File: src/sv/hsvrgb_pkg.sv
`timescale 1ns / 1ps
`default_nettype none

package hsvrgb_pkg;

  // Full scale of an 8-bit channel
  localparam logic [7:0] ChanMax = 8'd255;
  // 255 in the top byte of a 24-bit word, i.e. 255 * 65536
  localparam logic [23:0] FracDen = 24'hFF0000;

  // Hue sector: which sixth of the turn the pixel lies in
  typedef enum logic [2:0] {
    SEC_RED     = 3'd0,
    SEC_YELLOW  = 3'd1,
    SEC_GREEN   = 3'd2,
    SEC_CYAN    = 3'd3,
    SEC_BLUE    = 3'd4,
    SEC_MAGENTA = 3'd5
  } sector_t;

  // Products handed from the front stages to the level stages
  typedef struct packed {
    sector_t     sector;
    logic [7:0]  sat;
    logic [7:0]  val;
    logic [23:0] sf;    // saturation * fraction
    logic [15:0] vps;   // value * (255 - saturation)
  } mid_t;

  // Floor of x / 255 for x up to 255 * 255: estimate by x / 256, then
  // correct once from the remainder, which stays below 2 * 255.
  function automatic logic [7:0] div255(input logic [15:0] x);
    logic [7:0] est;
    logic [8:0] rem;
    est = x[15:8];
    rem = {1'b0, x[7:0]} + {1'b0, est};
    if (rem >= 9'd255) begin
      return est + 8'd1;
    end else begin
      return est;
    end
  endfunction

endpackage

`default_nettype wire

File: src/sv/hsvrgb_if.sv
`timescale 1ns / 1ps
`default_nettype none

// HSV pixel channel
interface hsvrgb_in_if;
  logic        valid;
  logic        ready;
  logic [15:0] hue;
  logic [7:0]  saturation;
  logic [7:0]  brightness;

  modport source (output valid, output hue, output saturation, output brightness,
                  input ready);
  modport sink   (input valid, input hue, input saturation, input brightness,
                  output ready);
endinterface

// RGB pixel channel
interface hsvrgb_out_if;
  logic       valid;
  logic       ready;
  logic [7:0] red;
  logic [7:0] green;
  logic [7:0] blue;

  modport source (output valid, output red, output green, output blue, input ready);
  modport sink   (input valid, input red, input green, input blue, output ready);
endinterface

`default_nettype wire

File: src/sv/hsvrgb_prod.sv
`timescale 1ns / 1ps
`default_nettype none

// Stages 1 and 2: split the hue into sector and fraction, then form the products
module hsvrgb_prod (
  input  wire logic              clk,
  input  wire logic              rst_n,
  input  wire logic              up_valid,
  output      logic              up_ready,
  input  wire logic [15:0]       hue,
  input  wire logic [7:0]        sat,
  input  wire logic [7:0]        val,
  output      logic              dn_valid,
  input  wire logic              dn_ready,
  output      hsvrgb_pkg::mid_t  dn_data
);

  logic                 v1_r, v1_nxt;
  logic                 v2_r, v2_nxt;
  logic                 en1, en2;
  logic [18:0]          scaled;
  hsvrgb_pkg::sector_t  sector1_r;
  logic [15:0]          frac1_r;
  logic [7:0]           sat1_r, val1_r;
  hsvrgb_pkg::mid_t     mid_nxt, mid_r;

  // Advance a stage when it is empty or its successor moves
  assign en2      = !v2_r || dn_ready;
  assign en1      = !v1_r || en2;
  assign up_ready = en1;

  assign v1_nxt = en1 ? up_valid : v1_r;
  assign v2_nxt = en2 ? v1_r : v2_r;

  always_ff @(posedge clk) begin
    if (!rst_n) begin
      v1_r <= 1'b0;
      v2_r <= 1'b0;
    end else begin
      v1_r <= v1_nxt;
      v2_r <= v2_nxt;
    end
  end

  // Hue times six as shift and add; top bits are the sector
  assign scaled = {1'b0, hue, 2'b00} + {2'b00, hue, 1'b0};

  always_ff @(posedge clk) begin
    if (en1) begin
      sector1_r <= hsvrgb_pkg::sector_t'(scaled[18:16]);
      frac1_r   <= scaled[15:0];
      sat1_r    <= sat;
      val1_r    <= val;
    end
  end

  // Two products: saturation by fraction, value by complement of saturation
  always_comb begin
    mid_nxt        = '0;
    mid_nxt.sector = sector1_r;
    mid_nxt.sat    = sat1_r;
    mid_nxt.val    = val1_r;
    mid_nxt.sf     = {8'd0, frac1_r} * {16'd0, sat1_r};
    mid_nxt.vps    = {8'd0, val1_r} * {8'd0, hsvrgb_pkg::ChanMax - sat1_r};
  end

  always_ff @(posedge clk) begin
    if (en2) begin
      mid_r <= mid_nxt;
    end
  end

  assign dn_valid = v2_r;
  assign dn_data  = mid_r;

endmodule

`default_nettype wire

File: src/sv/hsvrgb_level.sv
`timescale 1ns / 1ps
`default_nettype none

// Stages 3 and 4: scale by value, divide by full scale, route to channels
module hsvrgb_level (
  input  wire logic              clk,
  input  wire logic              rst_n,
  input  wire logic              up_valid,
  output      logic              up_ready,
  input  wire hsvrgb_pkg::mid_t  up_data,
  output      logic              dn_valid,
  input  wire logic              dn_ready,
  output      logic [7:0]        red,
  output      logic [7:0]        green,
  output      logic [7:0]        blue
);

  logic                 v3_r, v3_nxt;
  logic                 v4_r, v4_nxt;
  logic                 en3, en4;
  logic [23:0]          q_term, t_term;
  logic [31:0]          q_prod, t_prod;
  hsvrgb_pkg::sector_t  sector3_r;
  logic [7:0]           val3_r, p3_r;
  logic [15:0]          qn3_r, tn3_r;
  logic [7:0]           q_lvl, t_lvl;
  logic [7:0]           red_nxt, green_nxt, blue_nxt;
  logic [7:0]           red_r, green_r, blue_r;

  // Advance a stage when it is empty or its successor moves
  assign en4      = !v4_r || dn_ready;
  assign en3      = !v3_r || en4;
  assign up_ready = en3;

  assign v3_nxt = en3 ? up_valid : v3_r;
  assign v4_nxt = en4 ? v3_r : v4_r;

  always_ff @(posedge clk) begin
    if (!rst_n) begin
      v3_r <= 1'b0;
      v4_r <= 1'b0;
    end else begin
      v3_r <= v3_nxt;
      v4_r <= v4_nxt;
    end
  end

  // Numerators over 255 * 65536; the t term rewritten as
  // (255 - s) * 65536 + s * f so both share one product
  assign q_term = hsvrgb_pkg::FracDen - up_data.sf;
  assign t_term = {hsvrgb_pkg::ChanMax - up_data.sat, 16'd0} + up_data.sf;
  assign q_prod = {24'd0, up_data.val} * {8'd0, q_term};
  assign t_prod = {24'd0, up_data.val} * {8'd0, t_term};

  // Drop the low 16 bits now; the divide by 255 follows next stage
  always_ff @(posedge clk) begin
    if (en3) begin
      sector3_r <= up_data.sector;
      val3_r    <= up_data.val;
      p3_r      <= hsvrgb_pkg::div255(up_data.vps);
      qn3_r     <= q_prod[31:16];
      tn3_r     <= t_prod[31:16];
    end
  end

  assign q_lvl = hsvrgb_pkg::div255(qn3_r);
  assign t_lvl = hsvrgb_pkg::div255(tn3_r);

  // Route levels by sector
  always_comb begin
    unique case (sector3_r)
      hsvrgb_pkg::SEC_RED: begin
        red_nxt = val3_r; green_nxt = t_lvl;  blue_nxt = p3_r;
      end
      hsvrgb_pkg::SEC_YELLOW: begin
        red_nxt = q_lvl;  green_nxt = val3_r; blue_nxt = p3_r;
      end
      hsvrgb_pkg::SEC_GREEN: begin
        red_nxt = p3_r;   green_nxt = val3_r; blue_nxt = t_lvl;
      end
      hsvrgb_pkg::SEC_CYAN: begin
        red_nxt = p3_r;   green_nxt = q_lvl;  blue_nxt = val3_r;
      end
      hsvrgb_pkg::SEC_BLUE: begin
        red_nxt = t_lvl;  green_nxt = p3_r;   blue_nxt = val3_r;
      end
      default: begin
        red_nxt = val3_r; green_nxt = p3_r;   blue_nxt = q_lvl;
      end
    endcase
  end

  // Output register
  always_ff @(posedge clk) begin
    if (en4) begin
      red_r   <= red_nxt;
      green_r <= green_nxt;
      blue_r  <= blue_nxt;
    end
  end

  assign dn_valid = v4_r;
  assign red      = red_r;
  assign green    = green_r;
  assign blue     = blue_r;

endmodule

`default_nettype wire

File: src/sv/hsv_to_rgb_convert.sv
`timescale 1ns / 1ps
`default_nettype none

// HSV to RGB pixel converter. Takes one pixel per clock and returns one per
// clock when the output is not held back. A pixel passes through four
// register stages: hue split, the saturation and value products, the value
// scaling with its 8x24 multipliers, and the divide by 255 with channel
// routing into the output register. Each stage moves on its own, so a held
// output still lets new pixels fill any empty stage behind it.
// Hue is a fraction of a turn in units of 1/65536; saturation and value are
// 8-bit with 255 as full scale; zero saturation yields grey.
module hsv_to_rgb_convert (
  input  wire logic  clk,
  input  wire logic  rst_n,
  hsvrgb_in_if.sink    in_px,
  hsvrgb_out_if.source out_px
);

  logic              mid_valid;
  logic              mid_ready;
  hsvrgb_pkg::mid_t  mid_data;

  hsvrgb_prod u_prod (
    .clk      (clk),
    .rst_n    (rst_n),
    .up_valid (in_px.valid),
    .up_ready (in_px.ready),
    .hue      (in_px.hue),
    .sat      (in_px.saturation),
    .val      (in_px.brightness),
    .dn_valid (mid_valid),
    .dn_ready (mid_ready),
    .dn_data  (mid_data)
  );

  hsvrgb_level u_level (
    .clk      (clk),
    .rst_n    (rst_n),
    .up_valid (mid_valid),
    .up_ready (mid_ready),
    .up_data  (mid_data),
    .dn_valid (out_px.valid),
    .dn_ready (out_px.ready),
    .red      (out_px.red),
    .green    (out_px.green),
    .blue     (out_px.blue)
  );

`ifndef SYNTH
  // No beat leaves straight after reset
  a_reset_empty: assert property (@(posedge clk) !rst_n |=> !out_px.valid)
    else $error("output valid after reset");

  // A ready output frees every stage, so the input must be ready to take a beat
  a_ready_flows: assert property (@(posedge clk) disable iff (!rst_n)
    out_px.ready |-> in_px.ready)
    else $error("input stalled while output ready");

  // A held mid-pipeline beat keeps its contents
  a_mid_hold: assert property (@(posedge clk) disable iff (!rst_n)
    mid_valid && !mid_ready |=> mid_valid && $stable(mid_data))
    else $error("mid-pipeline beat lost or changed while stalled");
`endif

endmodule

`default_nettype wire
File: src/flat_wrapper.sv
// flat-port wrapper written by rule: the top's interface ports become plain ports
module hsv_to_rgb_convert_flat 
  (clk, rst_n, in_px_valid, in_px_hue, in_px_saturation, in_px_brightness, in_px_ready, out_px_valid, out_px_red, out_px_green, out_px_blue, out_px_ready);
  hsvrgb_in_if in_px_i ();
  hsvrgb_out_if out_px_i ();
  input  wire logic clk;
  input  wire logic rst_n;
  input wire logic [$bits(in_px_i.valid)-1:0] in_px_valid;
  input wire logic [$bits(in_px_i.hue)-1:0] in_px_hue;
  input wire logic [$bits(in_px_i.saturation)-1:0] in_px_saturation;
  input wire logic [$bits(in_px_i.brightness)-1:0] in_px_brightness;
  output wire logic [$bits(in_px_i.ready)-1:0] in_px_ready;
  output wire logic [$bits(out_px_i.valid)-1:0] out_px_valid;
  output wire logic [$bits(out_px_i.red)-1:0] out_px_red;
  output wire logic [$bits(out_px_i.green)-1:0] out_px_green;
  output wire logic [$bits(out_px_i.blue)-1:0] out_px_blue;
  input wire logic [$bits(out_px_i.ready)-1:0] out_px_ready;
  assign in_px_i.valid = in_px_valid;
  assign in_px_i.hue = in_px_hue;
  assign in_px_i.saturation = in_px_saturation;
  assign in_px_i.brightness = in_px_brightness;
  assign in_px_ready = in_px_i.ready;
  assign out_px_valid = out_px_i.valid;
  assign out_px_red = out_px_i.red;
  assign out_px_green = out_px_i.green;
  assign out_px_blue = out_px_i.blue;
  assign out_px_i.ready = out_px_ready;
  hsv_to_rgb_convert u_core (.clk(clk), .rst_n(rst_n), .in_px(in_px_i), .out_px(out_px_i));
endmodule
File: config.mk
export PLATFORM = sky130hd
export DESIGN_NAME = hsv_to_rgb_convert_flat
export DESIGN_NICKNAME = d
export VERILOG_FILES = /design/src/sv/hsvrgb_pkg.sv /design/src/sv/hsvrgb_if.sv /design/src/sv/hsvrgb_prod.sv /design/src/sv/hsvrgb_level.sv /design/src/sv/hsv_to_rgb_convert.sv /design/src/flat_wrapper.sv
export SDC_FILE = /design/constraint.sdc
export NUM_CORES = 1
export LEC_CHECK = 0
export ABC_CLOCK_PERIOD_IN_PS = 6350
export BUFFER_PORTS_ARGS = -buffer_cell sky130_fd_sc_hd__buf_2
export CAP_MARGIN = 25
export CORE_UTILIZATION = 60
export CTS_BUF_LIST = sky130_fd_sc_hd__clkbuf_2
export CTS_CLUSTER_DIAMETER = 40
export CTS_CLUSTER_SIZE = 28
export DETAILED_ROUTE_END_ITERATION = 10
export GPL_ROUTABILITY_DRIVEN = 0
export HOLD_SLACK_MARGIN = 0.12
export PLACE_DENSITY_LB_ADDON = 0.05
export SLEW_MARGIN = 20
export SYNTH_ARGS = -nofsm -noshare
export SYNTH_HDL_FRONTEND = slang
export SYNTH_SLANG_ARGS = --single-unit
File: constraint.sdc
create_clock -name clk -period 6.35 [get_ports clk]
set_input_delay 1.5875 -clock clk [delete_from_list [all_inputs] [get_ports clk]]
set_output_delay 1.5875 -clock clk [all_outputs]
set_load 0.03 [all_outputs]
### Word-level counts from Yosys, hierarchy flattened

Index checks and enable logic that the tools add are counted.

| operators by class | value |
|---|---|
| add/subtract/negate cells | 11 |
| multiply operators | 4 |
| $lt $le $gt $ge | 3 |
| eq/ne operators | 4 |
| muxes and demuxes | 6 |
| reductions and logical operators | 13 |

Operator list:

| cell | count |
|---|---|
| $pmux W8 S3 | 3 |
| $mul A8 B24 Y32 | 2 |
| $add A8 B8 Y9 | 3 |
| $ge A9 B8 Y1 const B | 3 |
| $add A24 B24 Y24 | 1 |
| $add A8 B1 Y8 const B | 3 |
| $mul A16 B8 Y24 | 1 |
| $mux W8 | 3 |
| $sub A24 B24 Y24 const A | 1 |
| $add A18 B17 Y19 | 1 |
| $mul A8 B8 Y16 | 1 |
| $sub A8 B8 Y8 const A | 2 |
| $reduce_or A2 Y1 | 4 |
| $eq A3 B2 Y1 const B | 2 |
| $logic_not A1 Y1 | 4 |
| $logic_or A1 B1 Y1 | 4 |
| $eq A3 B1 Y1 const B | 1 |
| $eq A3 B3 Y1 const B | 1 |
| $logic_not A3 Y1 | 1 |

| word-level totals | value |
|---|---|
| register bits after elaboration | 173 |
| input port bits | 36 |
| output and inout port bits | 26 |
| logic and storage cells | 62 |

### Longest topological paths before layout

Gate-level depths: netlist of the first run.

| depth | value |
|---|---|
| depth after elaboration | 5 |
| gate-level depth with buffers | 25 |
| depth with buffers taken out | 25 |

### Cells and area by module

A second synthesis of the first run with hierarchy kept.

| unflattened totals | value |
|---|---|
| cell total of the unflattened synthesis | 2649 |
| area, all modules | 25712.2 um^2 |

By module, submodules not included:

| module | times used | cells an instance | area each (um^2) | sequential area each (um^2) |
|---|---|---|---|---|
| hsvrgb_level | 1 | 1730 | 16039.1 | 2292.2 |
| hsvrgb_prod | 1 | 919 | 9673.0 | 2802.7 |

### Least setup slack after synthesis of the first run

OpenSTA, ideal clock, no wires.

| timing | value |
|---|---|
| kind | flip-flop to flip-flop |
| start | register u_core.u_prod.mid_r (netlist bit u_core.u_prod.dn_data[26]) |
| end | register u_core.u_level.qn3_r[9], data pin |
| setup time | 258 ps |
| arrival time | 6045 ps |
| data required time | 6092 ps |
| path slack | 47 ps |
| stages on the path, launching flop included | 24 |
| path buffers | 1 |
| clock period less this slack | 6303 ps |
| cells stage by stage | edfxtp_1 buf_2 or4_1 or4_1 or2_1 nor4_2 xnor2_1 and2_1 fa_1 fa_1 fa_1 inv_1 fa_1 inv_1 ha_1 nand2_1 o21ai_0 o21ai_0 a211oi_1 o21ai_0 a21boi_0 o21a_1 nor2_1 xnor2_1 |

| between the ends | value |
|---|---|
| longest elaborated chain between the ends | 2 |

RTL lines:

| element | RTL line | source |
|---|---|---|
| from (decl) | hsvrgb_prod.sv:25 | `hsvrgb_pkg::mid_t mid_nxt, mid_r;` |
| from (signal assigned) | hsvrgb_prod.sv:69 | `mid_r <= mid_nxt;` |
| $sub A24 B24 Y24 | hsvrgb_level.sv:50 | `assign q_term = hsvrgb_pkg::FracDen - up_data.sf;` |
| $mul A8 B24 Y32 | hsvrgb_level.sv:52 | `assign q_prod = {24'd0, up_data.val} * {8'd0, q_term};` |
| net u_core.u_level.q_prod[25] | hsvrgb_level.sv:22 | `logic [31:0] q_prod, t_prod;` |
| to (signal assigned) | hsvrgb_level.sv:61 | `qn3_r <= q_prod[31:16];` |
| to (decl) | hsvrgb_level.sv:25 | `logic [15:0] qn3_r, tn3_r;` |

The timed path passes the listed nets, and every way through them passes these cells.
A chain may end at the register's enable or synchronous reset.

### Worst setup path after layout of the first run

| timing | value |
|---|---|
| start | register u_core.u_prod.mid_r (netlist bit u_core.u_prod.dn_data[24]) |
| end | register u_core.u_level.qn3_r[15], data pin |

The elaborated chain is that of the path after synthesis.

==> reports/qor.yml, run 1 <==
holdCritStartpoint: "u_core.u_prod.sector1_r[2]$_DFFE_PP_"
clkLatencyLatePin_ns: 0.91
whs_endpoint: "u_core.u_prod.dn_data[58]$_DFFE_PP_"
syn_to_final_growth_pct: 7.933
cts.path.max_buffers: 2
end_kind: "flip-flop"
antenna_found_initial: 2
nNetsFinal: 3237
wl_per_cell_um: 16.30
yosysTopAreaCell: "fa_1"
synth_edf_count: 167
fin_skew_ns: 0.05065
overflow: 0
synth.avg_cell_area_um2: 9.842
grtUsageTotal_pct: 26.14
grt_max_degree: 59
post-route-drc-count: 0
netlist_top_cells_area: "fa_1 (30%), edfxtp_1 (20%), ha_1 (12%), and2_1 (7.5%), inv_1 (6.3%)"
die_h_um: 204.8
ys.warnings.count: 0
numCtsBuffers: 17
min_path_type: "reg2reg"
worstPathArrival_ns: 6.78
worstMarginPinSlew_ns: 0.9618
status: "completed"
synth_flop_cell: "edfxtp_1"
ys_types: 67
dpl-instance-area_um2: 26040
ios: 62
drtIter0Drc: 873
h-tree-depth: 4
critPathRequiredTime_ns: 7.02
fin_crit_ns: 6.101
synth_top_area_share_pct: 29.93
numPortBuffers: 61
hold_depth: 0
setup_viol: 0
fmax_ghz: 0.1639
synth_area_um2: 24680
reg2reg_depth: 22
grt_pass1_wl_um: 86840
post-place-ws_ns: -0.2678
dr.pass1.iters: 5
core-area_um2: 40190
via_per_inst: 5.496
crit_type: "reg2reg"
layout_setup_ws_ns: 0.2489
finalHoldViolCount: 0
drive_above_1_share_pct: 9.855
hold_buffers: 0
synthCells: 2508
rr_endpoint: "u_core.u_level.qn3_r[15]$_DFFE_PP_"
fin_crit_sh_pct: 96.08
path_max_fanout: 4
grt_pass1_vias: 18381
start_kind: "flip-flop"
die_w_um: 204.8
cts_tree: "built"
cts_root_buf: "clkbuf_2"
maxSlewHeadroom_pct: 35.64
dpl.hpwl_um: 41910
slew_viol_final: 0
cts.sinks: 171
die_area_um2: 41960
timing.rr.start: "u_core.u_prod.dn_data[24]$_DFFE_PP_"
syn-num-nets: 3140
max_cap_violations: 0
async_reset_ff_share_pct: 0
ys_ff_latch: 171
num_vias: 17286
rows: 73
ant_nets: 0
routed_wl_um: 51270
fin_area_um2: 26640
cts.clk_slew.worst_paths_ns: 0.26
yosysSeqAreaShare_pct: 20.64
start_util_pct: 61.42
worst-r2r-setup-slack_ns: 0.25
timing repair:
item                                    4_1_cts  5_1_grt
gates cloned                                  0        0
endpoints found under the setup margin        7       14
buffers inserted                              2        7
gates resized for setup                       6       44
pin swaps                                     3       18
final cells by class:
class	count	area, um2
Antenna cell	2	5.005
Clock buffer	18	90.09
Clock inverter	14	178.9
Fill cell	3283	13550
Inverter	417	1565
Multi-Input combinational cell	1836	17970
Sequential cell	171	5095
Tap cell	525	656.9
Timing Repair Buffer	162	1084
per-stage QoR:
stage | util, % | hold slack (ns) | std cells | setup TNS, ns
4_1_cts | 65.53 | 0.4813 | 3136 | 0
5_1_grt | 66.29 | 0.4911 | 3145 | -0.05114
2_1_floorplan | - | 0.4003 | 2508 | 0
3_5_place_dp | 64.80 | 0.4237 | 3102 | -1.499
6_report | 66.29 | 0.4766 | 3145 | 0
3_3_place_gp | 64.73 | 0.4095 | 3101 | -0.5850
layer usage:
metal / GRT usage [%] / wire length, um
met1: 33.25 / 22310
met2: 46.25 / 25780
met3: 3.675 / 2191
met4: 7.489 / 992
met5: 0 / 0
worst max path at each step:
stage	to	startpoint	depth (start not counted)	slack, ns
after global placement	u_core.u_level.qn3_r[13]$_DFFE_PP_	u_core.u_prod.dn_data[25]$_DFFE_PP_	22	-0.15
after floorplan	u_core.u_level.qn3_r[9]$_DFFE_PP_	u_core.u_prod.dn_data[26]$_DFFE_PP_	23	0.05
after global routing	u_core.u_level.qn3_r[15]$_DFFE_PP_	u_core.u_prod.dn_data[19]$_DFFE_PP_	23	-0.05
final	u_core.u_level.qn3_r[15]$_DFFE_PP_	u_core.u_prod.dn_data[24]$_DFFE_PP_	22	0.25
after detailed placement	u_core.u_level.qn3_r[13]$_DFFE_PP_	u_core.u_prod.dn_data[25]$_DFFE_PP_	22	-0.27
after CTS	u_core.u_level.qn3_r[9]$_DFFE_PP_	u_core.u_prod.dn_data[25]$_DFFE_PP_	22	0.03
cell usage after synthesis (5+ instances only):
master and number:
xor2_1 27, edfxtp_1 167, or3_1 6, a22oi_1 9, a21oi_1 81, mux2i_1 13, o21ai_0 50, and3_1 18
ha_1 227, nor2b_1 62, nand2_1 232, nand4_1 9, o21a_1 10, o211ai_1 13, o21bai_1 14, inv_1 417
fa_1 369, nor3_1 27, o41ai_1 5, clkbuf_1 81, and2_1 294, nand3_1 27, a21o_1 29, a21boi_0 6
o2111ai_1 7, nor2_1 78, a211oi_1 9, nand2b_1 47, xnor2_1 95, a211o_1 5
registers in the layout (all words and copies together), names as in the netlist, 3 cells and up:
signal,flops
u_core.u_level.blue,8
u_core.u_level.p3_r,8
u_core.u_prod.sector1_r,3
u_core.u_prod.sat1_r,8
u_core.u_level.green,8
u_core.u_prod.frac1_r,15
u_core.u_level.tn3_r,16
u_core.u_level.val3_r,8
u_core.u_prod.dn_data,58
u_core.u_prod.val1_r,8
u_core.u_level.red,8
u_core.u_level.qn3_r,16
u_core.u_level.sector3_r,3
kinds of logic after synthesis:
family | share of synthesized area (%)
adders and majority gates | 41.43
xor gates and xnor gates | 4.592
DFF | 20.64
and+or+nand+nor | 17.59
muxes | 0.7704
buffers and inverters | 7.624
AOI/OAI and AO/OA | 7.350
layout by cell type (no fill, tap or decap), drive strengths merged, types with 29 or more instances in the layout:
cell type,count
nor2,79
a21oi,81
xnor2,99
ha,227
nand2,232
nand2b,47
a21o,29
edfxtp,167
inv,424
o21ai,50
fa,369
and2,294
buf,162
nor2b,62
worst max-delay path, stage by stage (launching register included):
cell	delay, ns
edfxtp_1	0.44
or4_4	0.57
or4_4	0.44
or2_4	0.27
nor4_4	0.25
xnor2_2	0.12
and2_4	0.17
fa_1	0.52
fa_1	0.44
fa_1	0.49
inv_1	0.05
fa_1	0.47
inv_1	0.06
ha_4	0.28
nand2_1	0.08
o21ai_2	0.22
nor2_2	0.09
a211oi_4	0.30
o21ai_2	0.13
a21oi_2	0.17
nor2_1	0.08
a21oi_1	0.17
xnor2_1	0.08
Power of run 1 is left out: the tool's default activity adds up to more than one toggle a clock period on the data nets, which glitch-free logic cannot reach.
==> run 2, diff against run 1 <==
--- a/config.mk
+++ b/config.mk
@@ -16,7 +16,6 @@
 export GPL_ROUTABILITY_DRIVEN = 0
 export HOLD_SLACK_MARGIN = 0.12
 export PLACE_DENSITY_LB_ADDON = 0.05
-export SLEW_MARGIN = 20
 export SYNTH_ARGS = -nofsm -noshare
 export SYNTH_HDL_FRONTEND = slang
 export SYNTH_SLANG_ARGS = --single-unit
==> constraint.sdc (replaced) <==
create_clock -name clk -period 6.35 [get_ports clk]
set_input_delay 0.3175 -clock clk [delete_from_list [all_inputs] [get_ports clk]]
set_output_delay 0.3175 -clock clk [all_outputs]
set_load 0.03 [all_outputs]
==> run 2 against run 1 <==
  * Clock skew up 0.0094 ns
  * Wire length up 3.9%
  * Die area unchanged
  * Cell count up 2.3%
  * Hold slack worse by 0.17 ns
  * Sequential share of layout area down 0.50 points
  * Via count up 2.5%
  * Register-to-register slack worse by 0.09 ns
  * Critical path type unchanged
  * Critical path depth unchanged
  * Utilization up 1.8 points
  * Critical endpoint is now u_core.u_level.qn3_r[12]$_DFFE_PP_
  * Fmax down 1.5%
==> reports/qor.yml, run 2 (synthesized netlist as in run 1, its figures left out) <==
status: "completed"
worstPathArrival_ns: 6.79
syn_to_final_growth_pct: 10.81
core-area_um2: 40190
grt_max_degree: 59
post-route-drc-count: 0
routed_wl_um: 53280
die_w_um: 204.8
wl_per_cell_um: 16.56
fin_skew_ns: 0.06001
nNetsFinal: 3311
die_h_um: 204.8
antenna_found_initial: 1
critPathRequiredTime_ns: 6.95
num_vias: 17712
via_per_inst: 5.504
crit_buf_inv: 2
min_path_type: "in2reg"
drtIter0Drc: 1008
dpl.hpwl_um: 42030
cpMostUsedCell: "fa_1"
overflow: 0
crit_path_cell_trace: "or4_4, or4_4, or2_4, nor4_4, xnor2_2, and2_4, fa_1, fa_1, fa_1, inv_2, fa_1, inv_2, ha_4, a21oi_1, o21ai_4, nor2_2, a211oi_4, o21ai_2, nand2_1, and2_1, o21ai_0, a21boi_0"
start_kind: "flip-flop"
grt_pass1_wl_um: 89150
maxSlewHeadroom_pct: 34.89
layout_setup_ws_ns: 0.1559
drive_above_1_share_pct: 9.733
n_fill_cell: 3177
ios: 62
rsz0062_at_grt: "true"
setup_viol: 0
crit_type: "reg2reg"
cts_tree: "built"
max_cap_violations: 0
end_kind: "flip-flop"
post-place-ws_ns: -0.2414
finalHoldViolCount: 0
numPortBuffers: 61
hold_depth: 3
rows: 73
cp_slowest_cell: "or4_4"
path_depth: 22
clkLatencyLatePin_ns: 0.87
numCtsBuffers: 17
grtUsageTotal_pct: 26.94
fin_crit_ns: 6.194
fmax_ghz: 0.1614
worstMarginPinSlew_ns: 0.9730
start_util_pct: 61.42
die_area_um2: 41960
largest_reg_flops: 58
slew_viol_final: 0
critPathTopFamily: "simple AND/OR/NAND/NOR gates"
layout_commonest_cell: "inv_1"
path_max_fanout: 4
cts.sinks: 171
max_stage_delay_ns: 0.57
cts.path.max_buffers: 2
cts.clk_slew.worst_paths_ns: 0.26
h-tree-depth: 4
ant_nets: 0
final_cell_mix: "inv_1 (414), fa_1 (367), and2_1 (291)"
fin_crit_sh_pct: 97.54
cts_root_buf: "clkbuf_2"
dr.pass1.iters: 5
reg2reg_depth: 22
grt_pass1_vias: 18818
==> run 2: changes by cell type in the layout (fill, tap and decap cells not counted), sizes merged <==
cell / delta
bufinv: -1
diode: -1
inv: +1
clkbuf: +1
buf: +3
clkinvlp: -1
dlygate4sd3: +71
==> run 2: repair_timing <==
action                                 CTS  global route
setup endpoints to repair                7            16
setup buffers                            2            10
endpoints found under the hold margin   47             1
hold buffers                            70             1
gates resized for setup                  8            47
pin swaps                                3            22
==> run 2: tightest hold or removal path: stages <==
cell           delay [ns]
dlygate4sd3_1        0.52
buf_2                0.11
ha_1                 0.12
==> run 2: stage by stage <==
stage / setup TNS (ns) / instances / hold WS, ns / util, % / instance area [um2]
CTS: 0 / 3206 / 0.1391 / 67.21 / 27010
global placement: -0.5850 / 3101 / 0.4095 / 64.73 / 26020
finish: 0 / 3218 / 0.3107 / 68.06 / 27350
floorplan: 0 / 2508 / 0.4003 / - / 24680
detailed placement: -1.313 / 3102 / 0.4098 / 64.78 / 26040
global route: -0.3895 / 3218 / 0.2268 / 68.06 / 27350
==> run 2: worst paths after layout <==
path / from / to / slack, ns
worst max-delay path: u_core.u_prod.dn_data[24]$_DFFE_PP_ / u_core.u_level.qn3_r[12]$_DFFE_PP_ / 0.16
worst min-delay path: in_px_hue[0] / u_core.u_prod.frac1_r[2]$_DFFE_PP_ / 0.31
worst max register to register: u_core.u_prod.dn_data[24]$_DFFE_PP_ / u_core.u_level.qn3_r[12]$_DFFE_PP_ / 0.16
worst min register to register: u_core.u_prod.sector1_r[0]$_DFFE_PP_ / u_core.u_prod.dn_data[56]$_DFFE_PP_ / 0.43
==> run 2: final cells by class <==
class	count	area, um2	area share (%)
inverter	417	1565	5.723
clock inverter	13	150.1	0.5489
multi-input combinational	1836	17970	65.72
tap	525	656.9	2.402
clock buffer	19	95.09	0.3477
antenna	1	2.502	0.009149
sequential	171	5095	18.63
timing repair buffer	236	1813	6.628
==> run 2: per-layer routing <==
metal / global-route usage, % / share of wire [%]
met1: 33.78 / 43
met5: 0 / 0
met4: 6.983 / 2.0
met2: 48.44 / 51
met3: 3.913 / 4.4
Power of run 2 is left out for the same reason.
